### src/rtl/core/dpd_pkg.sv
// Shared types and framing constants for the debug packet deframer.
package dpd_pkg;

  localparam logic [7:0] ByteInterrupt = 8'h03;
  localparam logic [7:0] ByteOpen      = 8'h24;  // '$'
  localparam logic [7:0] ByteClose     = 8'h23;  // '#'
  localparam logic [7:0] ByteEscape    = 8'h7D;  // '}'
  localparam logic [7:0] EscapeMask    = 8'h20;

  typedef enum logic [2:0] {
    PhIdle = 3'd0,
    PhData = 3'd1,
    PhEsc  = 3'd2,
    PhChk1 = 3'd3,
    PhChk2 = 3'd4
  } phase_e;

  typedef enum logic [2:0] {
    EvStart = 3'd0,
    EvByte  = 3'd1,
    EvEnd   = 3'd2,
    EvAbort = 3'd3,
    EvIntr  = 3'd4
  } event_e;

  typedef struct packed {
    event_e     kind;
    logic [7:0] payload;
    logic [7:0] chk_hi;
    logic [7:0] chk_lo;
    logic       ack;
  } result_t;

endpackage

### src/rtl/core/dpd_in_stage.sv
// Input register holding one received byte request.
module dpd_in_stage (
  input  logic       clk_i,
  input  logic       rst_ni,
  input  logic       in_valid_i,
  output logic       in_ready_o,
  input  logic [7:0] rx_byte_i,
  input  logic       advance_i,
  output logic       valid_o,
  output logic [7:0] byte_o
);

  logic       valid_q, valid_d;
  logic [7:0] byte_q;
  logic       take;

  assign in_ready_o = !valid_q || advance_i;
  assign take       = in_valid_i && in_ready_o;

  always_comb begin
    valid_d = valid_q;
    if (take) begin
      valid_d = 1'b1;
    end else if (advance_i) begin
      valid_d = 1'b0;
    end
  end

  always_ff @(posedge clk_i or negedge rst_ni) begin
    if (!rst_ni) begin
      valid_q <= 1'b0;
    end else begin
      valid_q <= valid_d;
    end
  end

  always_ff @(posedge clk_i) begin
    if (take) begin
      byte_q <= rx_byte_i;
    end
  end

  assign valid_o = valid_q;
  assign byte_o  = byte_q;

endmodule

### src/rtl/core/dpd_decoder.sv
// Framing state machine: decodes one byte into at most one event.
module dpd_decoder (
  input  logic             clk_i,
  input  logic             rst_ni,
  input  logic             advance_i,
  input  logic [7:0]       byte_i,
  input  logic             ack_en_i,
  output logic             has_result_o,
  output dpd_pkg::result_t result_o
);

  dpd_pkg::phase_e phase_q, phase_d;
  logic [7:0]      chk1_q, chk1_d;

  always_comb begin
    phase_d      = phase_q;
    chk1_d       = chk1_q;
    has_result_o = 1'b0;
    result_o     = '{kind: dpd_pkg::EvStart, payload: 8'h00, chk_hi: 8'h00,
                     chk_lo: 8'h00, ack: 1'b0};
    unique case (phase_q)
      dpd_pkg::PhData: begin
        if (byte_i == dpd_pkg::ByteEscape) begin
          phase_d = dpd_pkg::PhEsc;
        end else if (byte_i == dpd_pkg::ByteOpen) begin
          // abort doubles as the start of a new packet
          has_result_o  = 1'b1;
          result_o.kind = dpd_pkg::EvAbort;
        end else if (byte_i == dpd_pkg::ByteClose) begin
          phase_d = dpd_pkg::PhChk1;
        end else begin
          has_result_o     = 1'b1;
          result_o.kind    = dpd_pkg::EvByte;
          result_o.payload = byte_i;
        end
      end
      dpd_pkg::PhEsc: begin
        phase_d          = dpd_pkg::PhData;
        has_result_o     = 1'b1;
        result_o.kind    = dpd_pkg::EvByte;
        result_o.payload = byte_i ^ dpd_pkg::EscapeMask;
      end
      dpd_pkg::PhChk1: begin
        chk1_d  = byte_i;
        phase_d = dpd_pkg::PhChk2;
      end
      dpd_pkg::PhChk2: begin
        phase_d         = dpd_pkg::PhIdle;
        has_result_o    = 1'b1;
        result_o.kind   = dpd_pkg::EvEnd;
        result_o.chk_hi = chk1_q;
        result_o.chk_lo = byte_i;
        result_o.ack    = ack_en_i;
      end
      default: begin
        phase_d = dpd_pkg::PhIdle;
        if (byte_i == dpd_pkg::ByteInterrupt) begin
          has_result_o  = 1'b1;
          result_o.kind = dpd_pkg::EvIntr;
        end else if (byte_i == dpd_pkg::ByteOpen) begin
          phase_d       = dpd_pkg::PhData;
          has_result_o  = 1'b1;
          result_o.kind = dpd_pkg::EvStart;
        end
      end
    endcase
  end

  always_ff @(posedge clk_i or negedge rst_ni) begin
    if (!rst_ni) begin
      phase_q <= dpd_pkg::PhIdle;
      chk1_q  <= 8'h00;
    end else if (advance_i) begin
      phase_q <= phase_d;
      chk1_q  <= chk1_d;
    end
  end

endmodule

### src/rtl/core/dpd_out_stage.sv
// Result register on the event channel.
module dpd_out_stage (
  input  logic             clk_i,
  input  logic             rst_ni,
  input  logic             load_i,
  input  dpd_pkg::result_t result_i,
  output logic             free_o,
  output logic             out_valid_o,
  input  logic             out_ready_i,
  output dpd_pkg::result_t result_o
);

  logic             valid_q, valid_d;
  dpd_pkg::result_t result_q;

  assign free_o = !valid_q || out_ready_i;

  always_comb begin
    valid_d = valid_q;
    if (load_i) begin
      valid_d = 1'b1;
    end else if (out_ready_i) begin
      valid_d = 1'b0;
    end
  end

  always_ff @(posedge clk_i or negedge rst_ni) begin
    if (!rst_ni) begin
      valid_q <= 1'b0;
    end else begin
      valid_q <= valid_d;
    end
  end

  always_ff @(posedge clk_i) begin
    if (load_i) begin
      result_q <= result_i;
    end
  end

  assign out_valid_o = valid_q;
  assign result_o    = result_q;

endmodule

### src/rtl/core/debug_packet_deframer_top.sv
// Top level of the remote debug packet deframer.
//
// Input channel: one received byte per request on rx_byte_i, handshake
// in_valid_i / in_ready_o. Output channel: one framing event per request
// (event_kind_o, payload_byte_o, checksum_high_o, checksum_low_o,
// send_ack_o), handshake out_valid_o / out_ready_i. Bytes that close a
// request without an event (escape, '#', first checksum char, stray bytes
// outside a packet) produce nothing on the output.
// A taken byte waits in the input register, is decoded combinationally,
// and its event is then registered in the result register for output.
// Throughput: one byte per cycle unless an event byte finds the result
// register full; the combinational decode between the registers sets this.
// The ack-enable register is sampled at each packet end; it takes
// ack_enabled_i whenever ack_enabled_we_i is high and resets to 1.
// Reset clears both stage valids, returns framing to idle (outside any
// packet) and clears the held checksum character.
// Receiver stall: the result register holds; the input register still takes
// a byte, and further bytes that yield no event keep flowing. A byte that
// yields an event waits in the input register, so in_ready_o drops.
module debug_packet_deframer_top (
  input  logic       clk_i,
  input  logic       rst_ni,
  input  logic       ack_enabled_we_i,
  input  logic       ack_enabled_i,
  input  logic       in_valid_i,
  output logic       in_ready_o,
  input  logic [7:0] rx_byte_i,
  output logic       out_valid_o,
  input  logic       out_ready_i,
  output logic [2:0] event_kind_o,
  output logic [7:0] payload_byte_o,
  output logic [7:0] checksum_high_o,
  output logic [7:0] checksum_low_o,
  output logic       send_ack_o
);

  logic             ack_en_q;
  logic             stage_valid;
  logic [7:0]       stage_byte;
  logic             advance;
  logic             has_result;
  logic             out_free;
  dpd_pkg::result_t dec_result;
  dpd_pkg::result_t out_result;

  // config register
  always_ff @(posedge clk_i or negedge rst_ni) begin
    if (!rst_ni) begin
      ack_en_q <= 1'b1;
    end else if (ack_enabled_we_i) begin
      ack_en_q <= ack_enabled_i;
    end
  end

  // the held byte moves on when it makes no event or the result slot frees up
  assign advance = stage_valid && (!has_result || out_free);

  dpd_in_stage u_in (
    .clk_i      (clk_i),
    .rst_ni     (rst_ni),
    .in_valid_i (in_valid_i),
    .in_ready_o (in_ready_o),
    .rx_byte_i  (rx_byte_i),
    .advance_i  (advance),
    .valid_o    (stage_valid),
    .byte_o     (stage_byte)
  );

  dpd_decoder u_dec (
    .clk_i        (clk_i),
    .rst_ni       (rst_ni),
    .advance_i    (advance),
    .byte_i       (stage_byte),
    .ack_en_i     (ack_en_q),
    .has_result_o (has_result),
    .result_o     (dec_result)
  );

  dpd_out_stage u_out (
    .clk_i       (clk_i),
    .rst_ni      (rst_ni),
    .load_i      (advance && has_result),
    .result_i    (dec_result),
    .free_o      (out_free),
    .out_valid_o (out_valid_o),
    .out_ready_i (out_ready_i),
    .result_o    (out_result)
  );

  assign event_kind_o    = out_result.kind;
  assign payload_byte_o  = out_result.payload;
  assign checksum_high_o = out_result.chk_hi;
  assign checksum_low_o  = out_result.chk_lo;
  assign send_ack_o      = out_result.ack;

endmodule
### config.mk
export PLATFORM = sky130hd
export DESIGN_NAME = debug_packet_deframer_top
export DESIGN_NICKNAME = d
export VERILOG_FILES = /design/src/rtl/core/dpd_pkg.sv /design/src/rtl/core/dpd_in_stage.sv /design/src/rtl/core/dpd_decoder.sv /design/src/rtl/core/dpd_out_stage.sv /design/src/rtl/core/debug_packet_deframer_top.sv
export SDC_FILE = /design/constraint.sdc
export NUM_CORES = 1
export LEC_CHECK = 0
export BUFFER_PORTS_ARGS = -buffer_cell sky130_fd_sc_hd__buf_2
export CORE_ASPECT_RATIO = 0.7
export CORE_UTILIZATION = 50
export DETAILED_ROUTE_END_ITERATION = 10
export PLACE_DENSITY = 0.8
export SYNTH_ARGS = -nofsm -noshare
export SYNTH_HDL_FRONTEND = slang
export SYNTH_HIERARCHICAL = 1
export SYNTH_SLANG_ARGS = --single-unit
### constraint.sdc
create_clock -name clk_i -period 6.7 [get_ports clk_i]
set_input_delay 0 -clock clk_i [delete_from_list [all_inputs] [get_ports clk_i]]
set_output_delay 0 -clock clk_i [all_outputs]
set_load 0.01 [all_outputs]
-- Word-level counts from Yosys, hierarchy flattened
Cells that the tools add are included.
- bits in registers: 50
- latch bits: 0
- bits in writable memories: 0
- bits in read-only memories: 0
- output and inout bits: 30
- memories: 0
- $add $sub $neg: 0
- multiply operators: 0
- div/mod/pow operators: 0
- magnitude comparators: 0
- equal/unequal tests: 10
- shifts and indexed selects: 0
- muxes and demuxes: 23
- bitwise operators: 1
- reduce and logical (&&, ||, !) cells: 14
- operators by type and width (kind ; number):
    $pmux 3 s4 ; 2
    $mux 3 ; 6
    $eq 8x6->1 const B ; 2
    $pmux 8 s2 ; 1
    $mux 11 ; 1
    $mux 1 ; 10
    $mux 9 ; 1
    $eq 8x2->1 const B ; 1
    $eq 8x7->1 const B ; 1
    $mux 8 ; 1
    $eq 3x2->1 const B ; 2
    $reduce_bool 2->1 ; 2
    $eq 3x1->1 const B ; 1
    $eq 3x3->1 const B ; 1
    $logic_and 1x1->1 ; 3
    $logic_not 1->1 ; 3
    $logic_or 1x1->1 ; 3
    $ne 3x1->1 const B ; 1
    $ne 3x2->1 const B ; 1
    $pmux 1 s3 ; 1
    $reduce_and 3->1 ; 1
    $reduce_and 2->1 ; 1
    $reduce_or 2->1 ; 1
    $not 1->1 ; 1

-- Depth between registers and ports, before layout
- word-level depth: 11
- gate-level depth with buffers: 9

-- Hierarchy
Netlist, hierarchy kept.
- by module, submodules not included (module ; times used ; cells an instance ; area an instance (um^2) ; seq. area each (um^2)):
    dpd_out_stage ; 1 ; 31 ; 888.4 ; 865.8
    dpd_decoder ; 1 ; 91 ; 827.0 ; 275.3
    dpd_in_stage ; 1 ; 12 ; 294.0 ; 265.3
    debug_packet_deframer_top ; 1 ; 5 ; 58.8 ; 26.3

-- Worst setup path before layout
No wires, ideal clock.
- path kind: register to register
- start: register u_in.byte_q[6] (netlist: u_in/byte_o[6])
- end: register u_dec.chk1_q[0]
- setup time: 0.127 ns
- arrival time: 2.844 ns
- required time: 6.573 ns
- slack: 3.728 ns
- stages on the path, launching flop included: 8
- cell sequence: edfxtp_1 or3_4 or3_4 o311ai_4 o211ai_2 a21boi_0 nand3_1 mux2_1
- word-level cells in the longest chain between the ends: 9
- elaborated cells between the ends (all ways): 14
- ends and longest elaborated chain (element ; line ; source):
    start, declared ; dpd_in_stage.sv:14 ; logic [7:0] byte_q;
    start signal, assigned ; dpd_in_stage.sv:39 ; byte_q <= rx_byte_i;
    $eq 8x6->1 ; dpd_decoder.sv:29 ; end else if (byte_i == dpd_pkg::ByteClose) begin
    $mux 1 ; dpd_decoder.sv:29 ;
    $mux 1 ; dpd_decoder.sv:25 ; end else if (byte_i == dpd_pkg::ByteOpen) begin
    $mux 1 ; dpd_decoder.sv:23 ; if (byte_i == dpd_pkg::ByteEscape) begin
    $pmux 1 s3 * ; dpd_decoder.sv:21 ; unique case (phase_q)
    named net has_result ; debug_packet_deframer_top.sv:41 ; logic has_result;
    $logic_not 1->1 * ; debug_packet_deframer_top.sv:56 ; assign advance = stage_valid && (!has_result || out_free);
    $logic_or 1x1->1 * ; debug_packet_deframer_top.sv:56 ;
    $logic_and 1x1->1 * ; debug_packet_deframer_top.sv:56 ;
    named net advance ; debug_packet_deframer_top.sv:40 ; logic advance;
    $reduce_and 2->1 (no line) * ; n/a ;
    end signal, assigned ; dpd_decoder.sv:75 ; chk1_q <= chk1_d;
    end, declared ; dpd_decoder.sv:13 ; logic [7:0] chk1_q, chk1_d;
Mark *: on every way through the listed nets, which the timed path passes. The rest lies on a longest branch.
A chain may end at the register's enable or synchronous reset.

-- Final worst setup path
- start: register u_in.byte_q[6] (netlist: u_in/byte_o[6])
- end: register u_dec.chk1_q[7]
Same word-level chain as after synthesis.

==> results_dict.tcl <==
set metrics [dict create \
    detailed_place_hpwl_um 2490 \
    clock_sinks 50 \
    finalWeightedCongestion 0.923 \
    wirelength_met1_um 1660 \
    drive_gt1_frac 0.317 \
    synth_edf_count 36 \
    diodes 0 \
    reg2regPathDepth 7 \
    overflow 0 \
    post-route-min-period_ns 3.56 \
    min_path_type "input port to asynchronous set/reset pin" \
    slew_headroom 0.169 \
    ff2ff_setup_slack_ns 3.14 \
    area_delta_synth_final_pct 24.7 \
    hold_viol 0 \
    cts_resized 0 \
    fill_cells 314 \
    slowest_delay_ns 0.61 \
    drtAntennaViolNets 0 \
    startpoint_type "flip-flop" \
    avgSynthCellArea_um2 14.9 \
    rsz0062_at_grt "no" \
    die_width_um 78.9 \
    synth_cell_type_count 42 \
    cp_max_fo 10 \
    die_area_um2 4400 \
    cts_tree "built" \
    drv_slew 0 \
    wl_met2_um 1710 \
    grt_pass1_vias 1161 \
    clock_latency_ns 0.30 \
    crit_slowest_cell "a21boi_0" \
    synth_cells 139 \
    vdd_drop_max_mv 0.269 \
    dr.pass1.iters 4 \
    fmax_mhz 281 \
    io-pin-count 44 \
    cp-endpoint "u_dec/chk1_q[7]" \
    synth_flop_cell "edfxtp_1" \
    vias_per_cell 5.13 \
    clk_pin_slew_ns 0.09 \
    startpoint "u_in/byte_o[6]" \
    port_buffers 43 \
    start_util 0.524 \
    rows 19 \
    end_kind "flip-flop" \
    power.total_mw 1.09 \
    setup_tns_ns 0 \
    cts_buffers 5 \
    crit_top_cell "or3_4" \
    wl_per_cell_um 14.6 \
    dr_total_vias 1288 \
    arrival_ns 3.74 \
    seq_area_frac_synth 0.693 \
    routed_wl_um 3670 \
    die_h_um 55.8 \
    synthArstFlopShare 0.280 \
    top_layer "met4" \
    drc_errors 0 \
    wl_met3_um 286 \
    status "finished, final reports clean" \
    powerDensity_nw_per_um2 421 \
    grt_pass1_wl_um 5830 \
    worstSetupPathType "flip-flop to flip-flop" \
    antenna_found_initial 0 \
    setup_violations 0 \
    r2r-end "u_dec/chk1_q[7]" \
    tightest_slew_ns 1.25 \
    cts_root_buf "clkbuf_8" \
    grt_max_degree 30 \
    cp_data_required_time_ns 6.88 \
    yosysWarningCount 6 \
    core_um2 3950 \
    track_usage 0.187 \
    path_cells "or3_4, or3_4, o311ai_4, o211ai_2, a21boi_0, nand3_1, mux2_1" \
    period_share 0.531 \
    skew_ns 0.00982 \
    ys_ff_latch 50 \
    htreeDepth 2 \
    fin_nets 212 \
    synth_area_um2 2070 \
    drt_iter0_markers 64 \
    cts_buffer_depth 2 \
    r2r_start "u_in/byte_o[6]" \
    leakagePower_nw 1.07 \
    synth_nets 153 \
    cap_violations 0 \
]
==> stage by stage <==
| stage | util | worst slack [ns] | area, µm² | cells | hold slack [ns] |
|---|---|---|---|---|---|
| after floorplan | - | 3.73 | 2070 | 139 | -0.296 |
| after global routing | 0.653 | 2.98 | 2580 | 251 | 0.135 |
| final | 0.653 | 3.14 | 2580 | 251 | 0.134 |
| after CTS | 0.653 | 3.18 | 2580 | 251 | 0.119 |
| after detailed placement | 0.591 | 3.23 | 2330 | 230 | -0.0773 |
| after global placement | 0.591 | 3.51 | 2330 | 230 | -0.0915 |
==> layout by cell type (no fill, tap or decap), drive strengths merged, types with 2 or more instances in the layout <==
cell type / count
buf: 43
or3: 3
and2: 17
nor2: 5
dlygate4sd3: 13
o21ai: 2
a21boi: 4
nand2b: 5
clkbuf: 7
inv: 5
nor3b: 4
nor2b: 2
nand2: 7
a21oi: 3
xor2: 2
dfrtp: 13
edfxtp: 36
nand3: 2
nor3: 2
and3: 2
mux2: 8
==> registers in the layout, indices dropped and copies added (netlist names) <==
| name | flops |
|---|---|
| ack_en_q | 1 |
| u_dec/chk1_q | 8 |
| u_dec/phase_q | 3 |
| u_in/byte_o | 8 |
| u_in/valid_o | 1 |
| u_out/out_valid_o | 1 |
| u_out/result_o | 28 |
==> cell families (layout without fill, tap and decap cells) <==
| logic type | count (synthesis) | after routing | synth area share |
|---|---|---|---|
| compound gates | 17 | 17 | 0.0702 |
| buf+inv | 9 | 69 | 0.0169 |
| xor+xnor | 3 | 3 | 0.0127 |
| mux | 8 | 8 | 0.0454 |
| simple gates | 52 | 52 | 0.162 |
| flops | 50 | 50 | 0.693 |
==> cells in the mapped netlist (2+ instances only) <==
cell,number,share of area
a21boi_1,2,0.0073
clkbuf_1,2,0.0036
or3_4,2,0.011
a21boi_0,2,0.0073
edfxtp_1,36,0.52
inv_1,5,0.0091
nor3_1,2,0.0048
nand2b_4,2,0.013
mux2_1,6,0.033
dfrtp_1,13,0.16
nand3_1,2,0.0048
nor2_1,5,0.0091
and3_1,2,0.0060
nand2_1,7,0.013
a21oi_1,3,0.0073
nand2b_1,2,0.0060
and2_1,16,0.048
nor2b_1,2,0.0060
xor2_1,2,0.0085
nor3b_1,4,0.015
==> cell type report <==
| class | instances | area (µm²) | area share |
|---|---|---|---|
| Timing Repair Buffer | 56 | 345 | 0.134 |
| Clock buffer | 7 | 86.3 | 0.0335 |
| Inverter | 5 | 18.8 | 0.00728 |
| Sequential cell | 50 | 1430 | 0.556 |
| Multi-Input combinational cell | 80 | 601 | 0.233 |
| Tap cell | 52 | 65.1 | 0.0252 |
| Clock inverter | 1 | 30.0 | 0.0116 |
==> how the worst min path moves through the flow <==
stage,from,to,slack (ns),depth (start not counted)
after floorplan,rst_ni,u_dec/chk1_q[0],-0.30,0
after global placement,rst_ni,u_in/valid_o,-0.09,1
after detailed placement,rst_ni,u_in/valid_o,-0.08,1
after CTS,rst_ni,u_dec/chk1_q[4],0.12,2
after global routing,rst_ni,u_dec/chk1_q[4],0.14,2
final,rst_ni,u_dec/chk1_q[4],0.13,2
==> where the power goes <==
group	switching, mW	internal, mW	leakage, nW
sequential	0.0626	0.480	0.516
combinational	0.189	0.139	0.499
clock	0.0941	0.122	0.0585
==> layer usage <==
metal / track usage / vias to the layer above
li1: - / 619
met5: 0 / -
met1: 0.249 / 601
met4: 0.0675 / 0
met2: 0.273 / 66
met3: 0.0852 / 2
==> worst max-delay path: cells and delay by family (launching register included) <==
| kind | cells | cell delay, ns |
|---|---|---|
| flops | 1 | 0.47 |
| mux | 1 | 0.46 |
| simple gates | 3 | 1.35 |
| compound gates | 3 | 1.14 |
==> timing repair <==
| item | in CTS | in global routing |
|---|---|---|
| setup buffers | 0 | 0 |
| endpoints found under the hold margin | 25 | 0 |
| hold buffers | 13 | 0 |
| setup endpoints to repair | 0 | 0 |
(Power assumes the default switching activity.)
